File: src/sv/drive_enable_feedback_supervisor_defines.svh
// Assertion macros for the drive supervisor.
`ifndef DRIVE_ENABLE_FEEDBACK_SUPERVISOR_DEFINES_SVH
`define DRIVE_ENABLE_FEEDBACK_SUPERVISOR_DEFINES_SVH

`ifndef ASSERT_OFF

// same-cycle implication, clocked on clock, quiet during reset
`define DEFSUP_ASSERT_IMP(lbl, ante, cons) \
   lbl: assert property (@(posedge clock) disable iff (reset) (ante) |-> (cons)) \
      else $error("supervisor assertion failed");

// next-cycle implication
`define DEFSUP_ASSERT_NXT(lbl, ante, cons) \
   lbl: assert property (@(posedge clock) disable iff (reset) (ante) |=> (cons)) \
      else $error("supervisor assertion failed");

`else

`define DEFSUP_ASSERT_IMP(lbl, ante, cons)
`define DEFSUP_ASSERT_NXT(lbl, ante, cons)

`endif

`endif

File: src/sv/defsup_pkg.sv
package defsup_pkg;

   localparam int DUTY_BITS    = 10;
   localparam int SPEED_BITS   = 7;
   localparam int COUNT_BITS   = 16;
   localparam int SPEED_LIMIT  = 100;
   localparam int DUTY_FULL    = (1 << DUTY_BITS) - 1;
   localparam int SPEED_DEPTH  = 1 << SPEED_BITS;

   localparam int REQ_TDATA_W  = 16;
   localparam int RSP_BITS     = DUTY_BITS + 5 + SPEED_BITS;
   localparam int RSP_TDATA_W  = ((RSP_BITS + 7) / 8) * 8;

   localparam logic [SPEED_BITS-1:0] SPEED_MAX     = SPEED_BITS'(SPEED_LIMIT);
   localparam logic [COUNT_BITS-1:0] TIMEOUT_RESET = COUNT_BITS'(5000);
   localparam logic [COUNT_BITS-1:0] COUNT_MAX     = '1;

   // item kinds
   localparam logic [1:0] MODE_SPEED  = 2'd0;
   localparam logic [1:0] MODE_ENABLE = 2'd1;
   localparam logic [1:0] MODE_TICK   = 2'd2;

   // reported run state
   localparam logic [1:0] RUN_OFF   = 2'd0;
   localparam logic [1:0] RUN_WAIT  = 2'd1;
   localparam logic [1:0] RUN_RUN   = 2'd2;
   localparam logic [1:0] RUN_FAULT = 2'd3;

   // register indexes
   localparam logic CSR_TIMEOUT = 1'b0;
   localparam logic CSR_LEVEL   = 1'b1;

   typedef enum logic [3:0] {
      PH_OFF   = 4'b0001,
      PH_WAIT  = 4'b0010,
      PH_RUN   = 4'b0100,
      PH_FAULT = 4'b1000
   } phase_type;

   typedef struct packed {
      logic [DUTY_BITS-1:0]  duty;
      logic                  drive_enable;
      logic [1:0]            run_state;
      logic                  fault_latched;
      logic                  feedback_good;
      logic [SPEED_BITS-1:0] speed_now;
   } status_type;

   typedef logic [DUTY_BITS-1:0] duty_table_type [0:SPEED_DEPTH-1];

   // floor(speed * full scale / 100), codes above the limit read as the limit
   function automatic duty_table_type build_duty_table();
      duty_table_type t;
      int s;
      for (int i = 0; i < SPEED_DEPTH; i++) begin
         s = (i > SPEED_LIMIT) ? SPEED_LIMIT : i;
         t[i] = DUTY_BITS'((s * DUTY_FULL) / SPEED_LIMIT);
      end
      return t;
   endfunction

   localparam duty_table_type DUTY_TABLE = build_duty_table();

endpackage

File: src/sv/drive_enable_feedback_supervisor.sv
// Motor drive supervisor: speed setpoint, enable line and feedback watchdog.
// req channel: one item per transfer. req_tuser carries the kind (set speed,
// set enable, tick with feedback sample); req_tdata the arguments.
// rsp channel: exactly one status item per request item, in order, showing
// duty, enable line, run state, fault latch, feedback match and speed.
// csr channel: writes timeout_ticks (index 0) and feedback_good_level
// (index 1); always ready, intended to be written while the block is idle.
// The status for an item is on rsp in the cycle after its transfer.
// Throughput: one item per cycle unless rsp stalls; the state update and the
// duty table lookup sit between the request transfer and the single result register.
// When the receiver stalls, the result register holds and req_tready drops
// until the result is taken; it rises again in the cycle rsp_tready returns.
// Reset: speed 0, disabled, off, no fault, timeout 5000 ticks, good level 0,
// result register empty.
`include "drive_enable_feedback_supervisor_defines.svh"

module drive_enable_feedback_supervisor (
   input  logic                                 clock,
   input  logic                                 reset,
   input  logic                                 req_tvalid,
   output logic                                 req_tready,
   // [6:0] speed_percent, [7] enable_request, [8] feedback_level, rest zero
   input  logic [defsup_pkg::REQ_TDATA_W-1:0]   req_tdata,
   // [1:0] mode
   input  logic [1:0]                           req_tuser,
   output logic                                 rsp_tvalid,
   input  logic                                 rsp_tready,
   // duty, drive_enable, run_state[1:0], fault_latched, feedback_good,
   // speed_now[6:0], then zero fill
   output logic [defsup_pkg::RSP_TDATA_W-1:0]   rsp_tdata,
   input  logic                                 csr_valid,
   output logic                                 csr_ready,
   input  logic                                 csr_index,
   input  logic [defsup_pkg::COUNT_BITS-1:0]    csr_data
);

   logic                              req_fire;
   logic                              rsp_valid_ff, rsp_valid_in;
   defsup_pkg::status_type            result_ff;
   defsup_pkg::status_type            status_next;
   logic [defsup_pkg::COUNT_BITS-1:0] timeout_ff;
   logic                              level_ff;

   assign req_tready = !rsp_valid_ff || rsp_tready;
   assign req_fire   = req_tvalid && req_tready;
   assign csr_ready  = 1'b1;

   defsup_core u_core (
      .clock               (clock),
      .reset               (reset),
      .step_valid          (req_fire),
      .mode                (req_tuser),
      .speed_percent       (req_tdata[6:0]),
      .enable_request      (req_tdata[7]),
      .feedback_level      (req_tdata[8]),
      .timeout_ticks       (timeout_ff),
      .feedback_good_level (level_ff),
      .status_next         (status_next)
   );

   always_comb begin
      rsp_valid_in = rsp_valid_ff;
      if (req_fire) begin
         rsp_valid_in = 1'b1;
      end else if (rsp_tready) begin
         rsp_valid_in = 1'b0;
      end
   end

   always_ff @(posedge clock) begin
      if (reset) begin
         rsp_valid_ff <= 1'b0;
      end else begin
         rsp_valid_ff <= rsp_valid_in;
      end
   end

   always_ff @(posedge clock) begin
      if (req_fire) begin
         result_ff <= status_next;
      end
   end

   always_ff @(posedge clock) begin
      if (reset) begin
         timeout_ff <= defsup_pkg::TIMEOUT_RESET;
         level_ff   <= 1'b0;
      end else if (csr_valid && csr_ready) begin
         unique case (csr_index)
            defsup_pkg::CSR_TIMEOUT: timeout_ff <= csr_data;
            defsup_pkg::CSR_LEVEL:   level_ff   <= csr_data[0];
            default: begin
            end
         endcase
      end
   end

   assign rsp_tvalid = rsp_valid_ff;
   assign rsp_tdata  = defsup_pkg::RSP_TDATA_W'({result_ff.speed_now,
                                                 result_ff.feedback_good,
                                                 result_ff.fault_latched,
                                                 result_ff.run_state,
                                                 result_ff.drive_enable,
                                                 result_ff.duty});

   // fault latch and fault state always travel together
   `DEFSUP_ASSERT_IMP(a_fault_state, rsp_valid_ff,
                      result_ff.fault_latched == (result_ff.run_state == defsup_pkg::RUN_FAULT))
   // a disabled drive reports off with zero duty
   `DEFSUP_ASSERT_IMP(a_disabled_off, rsp_valid_ff && !result_ff.drive_enable,
                      result_ff.run_state == defsup_pkg::RUN_OFF && result_ff.duty == '0)
   // every accepted item leaves a result behind
   `DEFSUP_ASSERT_NXT(a_result_follows, req_fire, rsp_valid_ff)
   // stored speed never exceeds the saturation limit
   `DEFSUP_ASSERT_IMP(a_speed_limit, rsp_valid_ff,
                      result_ff.speed_now <= defsup_pkg::SPEED_MAX)

endmodule

File: src/sv/defsup_core.sv
module defsup_core (
   input  logic                                clock,
   input  logic                                reset,
   input  logic                                step_valid,
   input  logic [1:0]                          mode,
   input  logic [defsup_pkg::SPEED_BITS-1:0]   speed_percent,
   input  logic                                enable_request,
   input  logic                                feedback_level,
   input  logic [defsup_pkg::COUNT_BITS-1:0]   timeout_ticks,
   input  logic                                feedback_good_level,
   output defsup_pkg::status_type              status_next
);

   logic [defsup_pkg::SPEED_BITS-1:0] speed_ff, speed_in;
   logic                              enabled_ff, enabled_in;
   logic                              fault_ff, fault_in;
   logic                              seen_ff, seen_in;
   logic [defsup_pkg::COUNT_BITS-1:0] count_ff, count_in;
   defsup_pkg::phase_type             phase_ff, phase_in;

   always_comb begin
      speed_in   = speed_ff;
      enabled_in = enabled_ff;
      fault_in   = fault_ff;
      seen_in    = seen_ff;
      count_in   = count_ff;
      phase_in   = phase_ff;
      unique case (mode)
         defsup_pkg::MODE_SPEED: begin
            speed_in = (speed_percent > defsup_pkg::SPEED_MAX) ?
                       defsup_pkg::SPEED_MAX : speed_percent;
         end
         defsup_pkg::MODE_ENABLE: begin
            enabled_in = enable_request;
            fault_in   = 1'b0;
            count_in   = '0;
            phase_in   = enable_request ? defsup_pkg::PH_WAIT : defsup_pkg::PH_OFF;
         end
         defsup_pkg::MODE_TICK: begin
            seen_in = (feedback_level == feedback_good_level);
            if (!enabled_ff) begin
               fault_in = 1'b0;
               count_in = '0;
               phase_in = defsup_pkg::PH_OFF;
            end else if (seen_in) begin
               fault_in = 1'b0;
               count_in = '0;
               phase_in = defsup_pkg::PH_RUN;
            end else begin
               // bad sample: restart the wait from running, otherwise count on
               if (phase_ff != defsup_pkg::PH_WAIT && phase_ff != defsup_pkg::PH_FAULT) begin
                  phase_in = defsup_pkg::PH_WAIT;
                  count_in = '0;
               end else if (count_ff != defsup_pkg::COUNT_MAX) begin
                  count_in = count_ff + 1'b1;
               end
               if (phase_in == defsup_pkg::PH_WAIT && count_in >= timeout_ticks) begin
                  fault_in = 1'b1;
                  phase_in = defsup_pkg::PH_FAULT;
               end
            end
         end
         default: begin
         end
      endcase
   end

   always_comb begin
      status_next.duty          = enabled_in ? defsup_pkg::DUTY_TABLE[speed_in] : '0;
      status_next.drive_enable  = enabled_in;
      status_next.fault_latched = fault_in;
      status_next.feedback_good = seen_in;
      status_next.speed_now     = speed_in;
      unique case (phase_in)
         defsup_pkg::PH_OFF:   status_next.run_state = defsup_pkg::RUN_OFF;
         defsup_pkg::PH_WAIT:  status_next.run_state = defsup_pkg::RUN_WAIT;
         defsup_pkg::PH_RUN:   status_next.run_state = defsup_pkg::RUN_RUN;
         defsup_pkg::PH_FAULT: status_next.run_state = defsup_pkg::RUN_FAULT;
         default:              status_next.run_state = defsup_pkg::RUN_OFF;
      endcase
   end

   always_ff @(posedge clock) begin
      if (reset) begin
         speed_ff   <= '0;
         enabled_ff <= 1'b0;
         fault_ff   <= 1'b0;
         seen_ff    <= 1'b0;
         count_ff   <= '0;
         phase_ff   <= defsup_pkg::PH_OFF;
      end else if (step_valid) begin
         speed_ff   <= speed_in;
         enabled_ff <= enabled_in;
         fault_ff   <= fault_in;
         seen_ff    <= seen_in;
         count_ff   <= count_in;
         phase_ff   <= phase_in;
      end
   end

endmodule

File: config.mk
export PLATFORM = sky130hd
export DESIGN_NAME = drive_enable_feedback_supervisor
export DESIGN_NICKNAME = d
export VERILOG_FILES = /design/src/sv/defsup_pkg.sv /design/src/sv/drive_enable_feedback_supervisor.sv /design/src/sv/defsup_core.sv
export VERILOG_INCLUDE_DIRS = /design/src /design/src/sv
export SDC_FILE = /design/constraint.sdc
export NUM_CORES = 1
export LEC_CHECK = 0
export BUFFER_PORTS_ARGS = -buffer_cell sky130_fd_sc_hd__buf_2
export CAP_MARGIN = 20
export CORE_MARGIN = 1.5
export CORE_UTILIZATION = 54
export CTS_CLUSTER_DIAMETER = 30
export DETAILED_ROUTE_END_ITERATION = 16
export PLACE_DENSITY = 0.74
export SYNTH_ARGS = -nofsm -noshare
export SYNTH_HDL_FRONTEND = slang
export SYNTH_HIERARCHICAL = 1
export SYNTH_SLANG_ARGS = --single-unit
File: constraint.sdc
create_clock -name clock -period 3.8 [get_ports clock]
set_clock_uncertainty 0.1 [all_clocks]
set_input_delay 0.38 -clock clock [delete_from_list [all_inputs] [get_ports clock]]
set_output_delay 0.38 -clock clock [all_outputs]
set_load 0.02 [all_outputs]
# Word level (Yosys, flattened, before mapping)

Memories as Yosys holds them, arrays and structs flattened. A register that Yosys moved wholly into a read port is not among the register bits.
Cells that the tools add are included.

Bits in registers: 60
Bits in latches: 0
RAM bits: 0
Memory bits (read-only): 1,280
Input bits: 40
Memories kept: 1

Memory list:

| memory           | words | bits a word | rd ports | clocked after memory_dff | write ports | RTL line          | source |
|---|---|---|---|---|---|---|---|
| (name not given) | 128   | 10          | 1        | 1                        | 0           | defsup_core.sv:69 | `status_next.duty = enabled_in ? defsup_pkg::DUTY_TABLE[speed_in] : '0;` |

$add $sub $neg: 1
Multipliers: 0
Div/mod/pow operators: 0
$lt $le $gt $ge: 2
Equal/unequal tests: 10
Shifts and indexed selects: 0
Multiplexer cells: 28
Bitwise logic cells: 2
Reductions and logical operators: 12

Operators with widths:

| kind                                                                   | count |
|---|---|
| 16-bit 2-to-1 mux                                                      | 7 |
| 16-bit one-hot mux with 2 select lines                                 | 1 |
| 4-bit 2-to-1 mux                                                       | 7 |
| 16-bit by 1-bit adder with 16-bit output (second input constant)       | 1 |
| 16-bit greater-or-equal comparator                                     | 1 |
| 16-bit != test (second input constant)                                 | 1 |
| 7-bit 2-to-1 mux                                                       | 2 |
| 4-bit by 2-bit equality test with 1-bit output (second input constant) | 2 |
| 7-bit NOT with 8-bit output                                            | 1 |
| 4-bit one-hot mux with 2 select lines                                  | 1 |
| 7-bit > comparator (second input constant)                             | 1 |
| 1-bit 2-to-1 mux                                                       | 7 |
| 2-bit one-hot mux with 3 select lines                                  | 1 |
| 2-bit AND reduction                                                    | 3 |
| 4-bit by 3-bit equality test with 1-bit output (second input constant) | 1 |
| 4-bit equality test (second input constant)                            | 1 |
| 4-bit by 2-bit != test with 1-bit output (second input constant)       | 1 |
| 4-bit != test (second input constant)                                  | 1 |
| 2-bit nonzero test                                                     | 2 |
| 1-bit logical AND                                                      | 3 |
| 2-bit by 1-bit equality test with 1-bit output (second input constant) | 1 |
| 2-bit equality test (second input constant)                            | 1 |
| 1-bit logical NOT                                                      | 2 |
| 2-bit logical NOT                                                      | 1 |
| other kinds (5)                                                        | 5 |

# Depth between registers and ports, before layout

Depth in word-level cells: 14
Gate-level depth with buffers: 16
Gate-level depth less buffers: 14

# Hierarchy

Netlist, hierarchy kept.

Modules (own cells, without submodules):

| module                           | instances | cells each | area each (µm²) |
|---|---|---|---|
| defsup_core                      | 1         | 579        | 3,905.0 |
| drive_enable_feedback_supervisor | 1         | 108        | 1,542.7 |

# Worst setup path after synthesis

OpenSTA, ideal clock, no wires.

Path type: register to register
Start point: register u_core/count_ff[0] (netlist bit)
End point: register result_ff (netlist bit rsp_tdata[12]), data pin
Data arrival time: 3.214 ns
Setup slack: 0.230 ns
Cell stages (with the launch flop): 16
Clock period less this slack: 3.570 ns
Path through: dfxtp_1 -> ha_1 -> and3_1 -> and4_1 -> clkbuf_1 -> nand2_1 -> xor2_1 -> nand3_1 -> ha_1 -> nand2b_1 -> a21o_1 -> a21o_1 -> a2111oi_0 -> o21a_1 -> nand2b_1 -> a41o_1

RTL lines:

| element                  | RTL line                               | source |
|---|---|---|
| start: declaration       | defsup_core.sv:18                      | `logic [defsup_pkg::COUNT_BITS-1:0] count_ff, count_in;` |
| start signal: assignment | defsup_core.sv:96                      | `count_ff <= count_in;` |
| end signal: assignment   | drive_enable_feedback_supervisor.sv:80 | `result_ff <= status_next;` |
| end: declaration         | drive_enable_feedback_supervisor.sv:39 | `defsup_pkg::status_type result_ff;` |

==> impl_results.md <==
- Lkg Pwr: 2.38 nW
- Synth top area cells: dfxtp_1, edfxtp_1, ha_1
- Routed Antenna Nets: 0
- Num Clock Sinks: 70
- Max-Cap Viols: 0
- Sw frac: 0.339
- Die width: 103 um
- Root buf cell: clkbuf_8
- Post-synth EDFFs: 22
- Drt first pass iters: 5
- H-tree levels: 3
- CTS tree: done
- Synth Instances: 687
- Crit-path cells: and4_2, and4_1, a31oi_2, and4_1, xnor2_1, nor2_1, ha_1, a21o_1, a21o_1, a21oi_1, o211a_1, o21a_2, nand2b_1, a41o_1
- Worst Hold Margin: 0.154 ns
- Int Pwr: 0.00130 W
- Dpl cells: 843
- First-pass GRT wire length: 24500 um
- Worst-Skew Late Latency: 0.36 ns
- CP Max Fanout: 6
- Part of the power in registers: 0.420
- Vias: 5326
- Synth Area per Inst: 7.93 sq um
- RR Startpoint: u_core/count_ff[4]$_SDFFE_PP0P_
- Port Buffers: 56
- Synth-to-Final Area Change: 10.4%
- Crit. End Element: flip-flop
- Clock power share: 0.317
- DR vias/cell: 6.20
- Area share of the leading cell type in the synthesized netlist: 0.176
- Worst EP arrival: 3.61 ns
- Leading area contributor after synthesis: dfxtp_1
- Worst vdd ir: 0.230 mV
- Total power: 0.00197 W
- Post-Route WL: 14900 um
- Nets@finish: 793
- Vias in the first global route: 4858
- Final slew viol count: 0
- Slew HR: 0.620
- Critical Path Start Type: flip-flop
- Hold bufs inserted after CTS: 0
- Cts bufs inserted: 9
- Count leader, synth: nor2_1
- CP peak stage delay: 0.44 ns
- Largest net degree at the start of global routing: 44
- Worst slew pin tran: 0.569 ns
- DRC Markers: 0
- Share of post-route cells with drive strength above 1: 0.175
- Fillcell total: 888
- Starting Density: 0.557
- Final Wtd Congestion: 0.928
- Hold Crit Class: input port to flip-flop
- Synth cell types: 73
- CORE AREA: 9770 sq um
- Main synth FF type: dfxtp_1
- Global Route Usage Sum: 0.294
- Comb power frac: 0.263
- Asr flop ratio synth: 0
- Final Hold Viols: 0
- Ant diodes: 0
- Io pins: 67
- Post-route minimum period: 3.60 ns
- Crit share post-route: 0.946
- WL per Instance: 17.3 um
- RSZ-0062 raised after global routing: no
- Slowest-stage cell, CP: dfxtp_1
- HP Start: req_tvalid
- Grt ovf: 0
- Post-synthesis sequential area ratio: 0.298
- Sw power: 0.000667 W
- Worst EP required: 3.82 ns
- Initial antenna violation count: 0
- Util after Layout: 0.615
- Num rows: 36
- Reg clk slew, reported paths: 0.09 ns
- Yosys reg bits: 70
- HPWL Detailed: 10300 um
- Die Span Y: 103 um
- Syn Std Cell Area: 5450 sq um
- CP Launch Point: u_core/count_ff[4]$_SDFFE_PP0P_
- Setup violators final: 0
- Starting DRT DRC Count: 465
- Status: completed
- Yosys warns: 6
- Pwr/cell area: 327 nW/um^2
- Non-filler instance count after layout: 859
- Post-synth top cells: nor2_1, nand2_1, a21oi_1
- Fmax: 278 MHz
- CP Class: flip-flop to flip-flop
- Die area: 10700 sq um
- Clk buf depth: 2
-- path summary, 6_finish.rpt --
path,endpoint,slack (ns),cells after the start
min,rsp_tvalid$_SDFFE_PP0P_,0.15,3
max reg2reg,rsp_tdata[12]$_DFFE_PP_,0.20,14
max,rsp_tdata[12]$_DFFE_PP_,0.20,14
min reg2reg,timeout_ff[10]$_SDFFE_PP0P_,0.38,2
-- worst max-delay path: cells and delay by family (launching register included) --
| family | cells | cell delay (ns) |
|---|---|---|
| AOI/OAI and AO/OA | 7 | 1.25 |
| and+or+nand+nor | 5 | 1.02 |
| DFF | 1 | 0.44 |
| adders and majority gates | 1 | 0.30 |
| xor gates and xnor gates | 1 | 0.22 |
-- cells by family after synthesis --
logic type,synth area share
flip-flops,0.298
AND/OR/NAND/NOR,0.231
adder cells (fa/ha/maj),0.0735
AO/OA/AOI/OAI,0.253
XOR/XNOR,0.0257
multiplexers,0.0344
buffers and inverters,0.0836
other,0.00138
-- what timing repair did --
action                                  4_1_cts  5_1_grt
endpoints found under the setup margin        3        6
hold endpoints to repair                      0        0
gates resized for setup                       2        9
buffers inserted                              0        0
-- cell usage in the layout, fill, tap and decap left out, types with 6 or more instances in the layout --
master     netlist  routed
clkbuf_8         0       9
xnor2_1         10      10
xor2_1           6       6
mux2i_1         15      15
a211oi_1        16      16
nand2_1         57      57
nand4bb_1       11      11
nand3_1         21      21
o21ai_0         31      31
a21o_1           9       9
inv_1           30      30
buf_4            8      25
nor2_1          91      91
buf_2           18      56
o21ai_2         11      11
nand2b_1        16      16
edfxtp_1        22      22
ha_1            32      31
a31oi_1         10       9
nand4_1          6       6
dfxtp_1         48      47
o211ai_1         8       8
nor3_1          17      16
a22oi_1          6       6
a21oi_1         51      50
-- final cells by class --
| class | count | area, sq um | area share |
|---|---|---|---|
| multi-input combinational | 525 | 3420 | 0.570 |
| sequential | 70 | 1620 | 0.270 |
| timing repair buffer | 81 | 468 | 0.0778 |
| tap | 133 | 166 | 0.0277 |
| inverter | 34 | 135 | 0.0225 |
| clock buffer | 9 | 124 | 0.0206 |
| clock inverter | 7 | 71.3 | 0.0119 |
-- routing by layer --
metal,part of all wire,routed length (um),GRT usage,vias up
li1,-,-,-,2553
met1,0.47,6960,0.438,2485
met2,0.42,6320,0.432,255
met3,0.088,1310,0.0437,33
met4,0.020,291,0.104,0
met5,0,0,0,-
-- sequential cells by signal, summed over array words and instances (netlist names) --
register / cells
level_ff: 1
rsp_tdata: 22
rsp_tvalid: 1
timeout_ff: 16
u_core/count_ff: 16
u_core/enabled_ff: 1
u_core/fault_ff: 1
u_core/phase_ff: 4
u_core/seen_ff: 1
u_core/speed_ff: 7
-- power groups by stage --
stage | combinational [W] | clock (W) | sequential, W
global route | 0.000564 | 0.000665 | 0.000832
CTS | 0.000502 | 0.000632 | 0.000827
finish | 0.000516 | 0.000623 | 0.000827
floorplan | 0.000348 | 0 | 0.000867
detailed placement | 0.000499 | 0 | 0.000844
global placement | 0.000492 | 0 | 0.000843
-- per-stage QoR --
step | setup TNS [ns] | area (sq um) | setup WS, ns
finish | 0 | 6010 | 0.205
global route | 0 | 6010 | 0.00893
CTS | 0 | 5970 | 0.00296
detailed placement | -0.0822 | 5770 | -0.0822
global placement | 0 | 5770 | 0.0435
floorplan | 0 | 5450 | 0.230
Power figures use the tool's default switching activity.
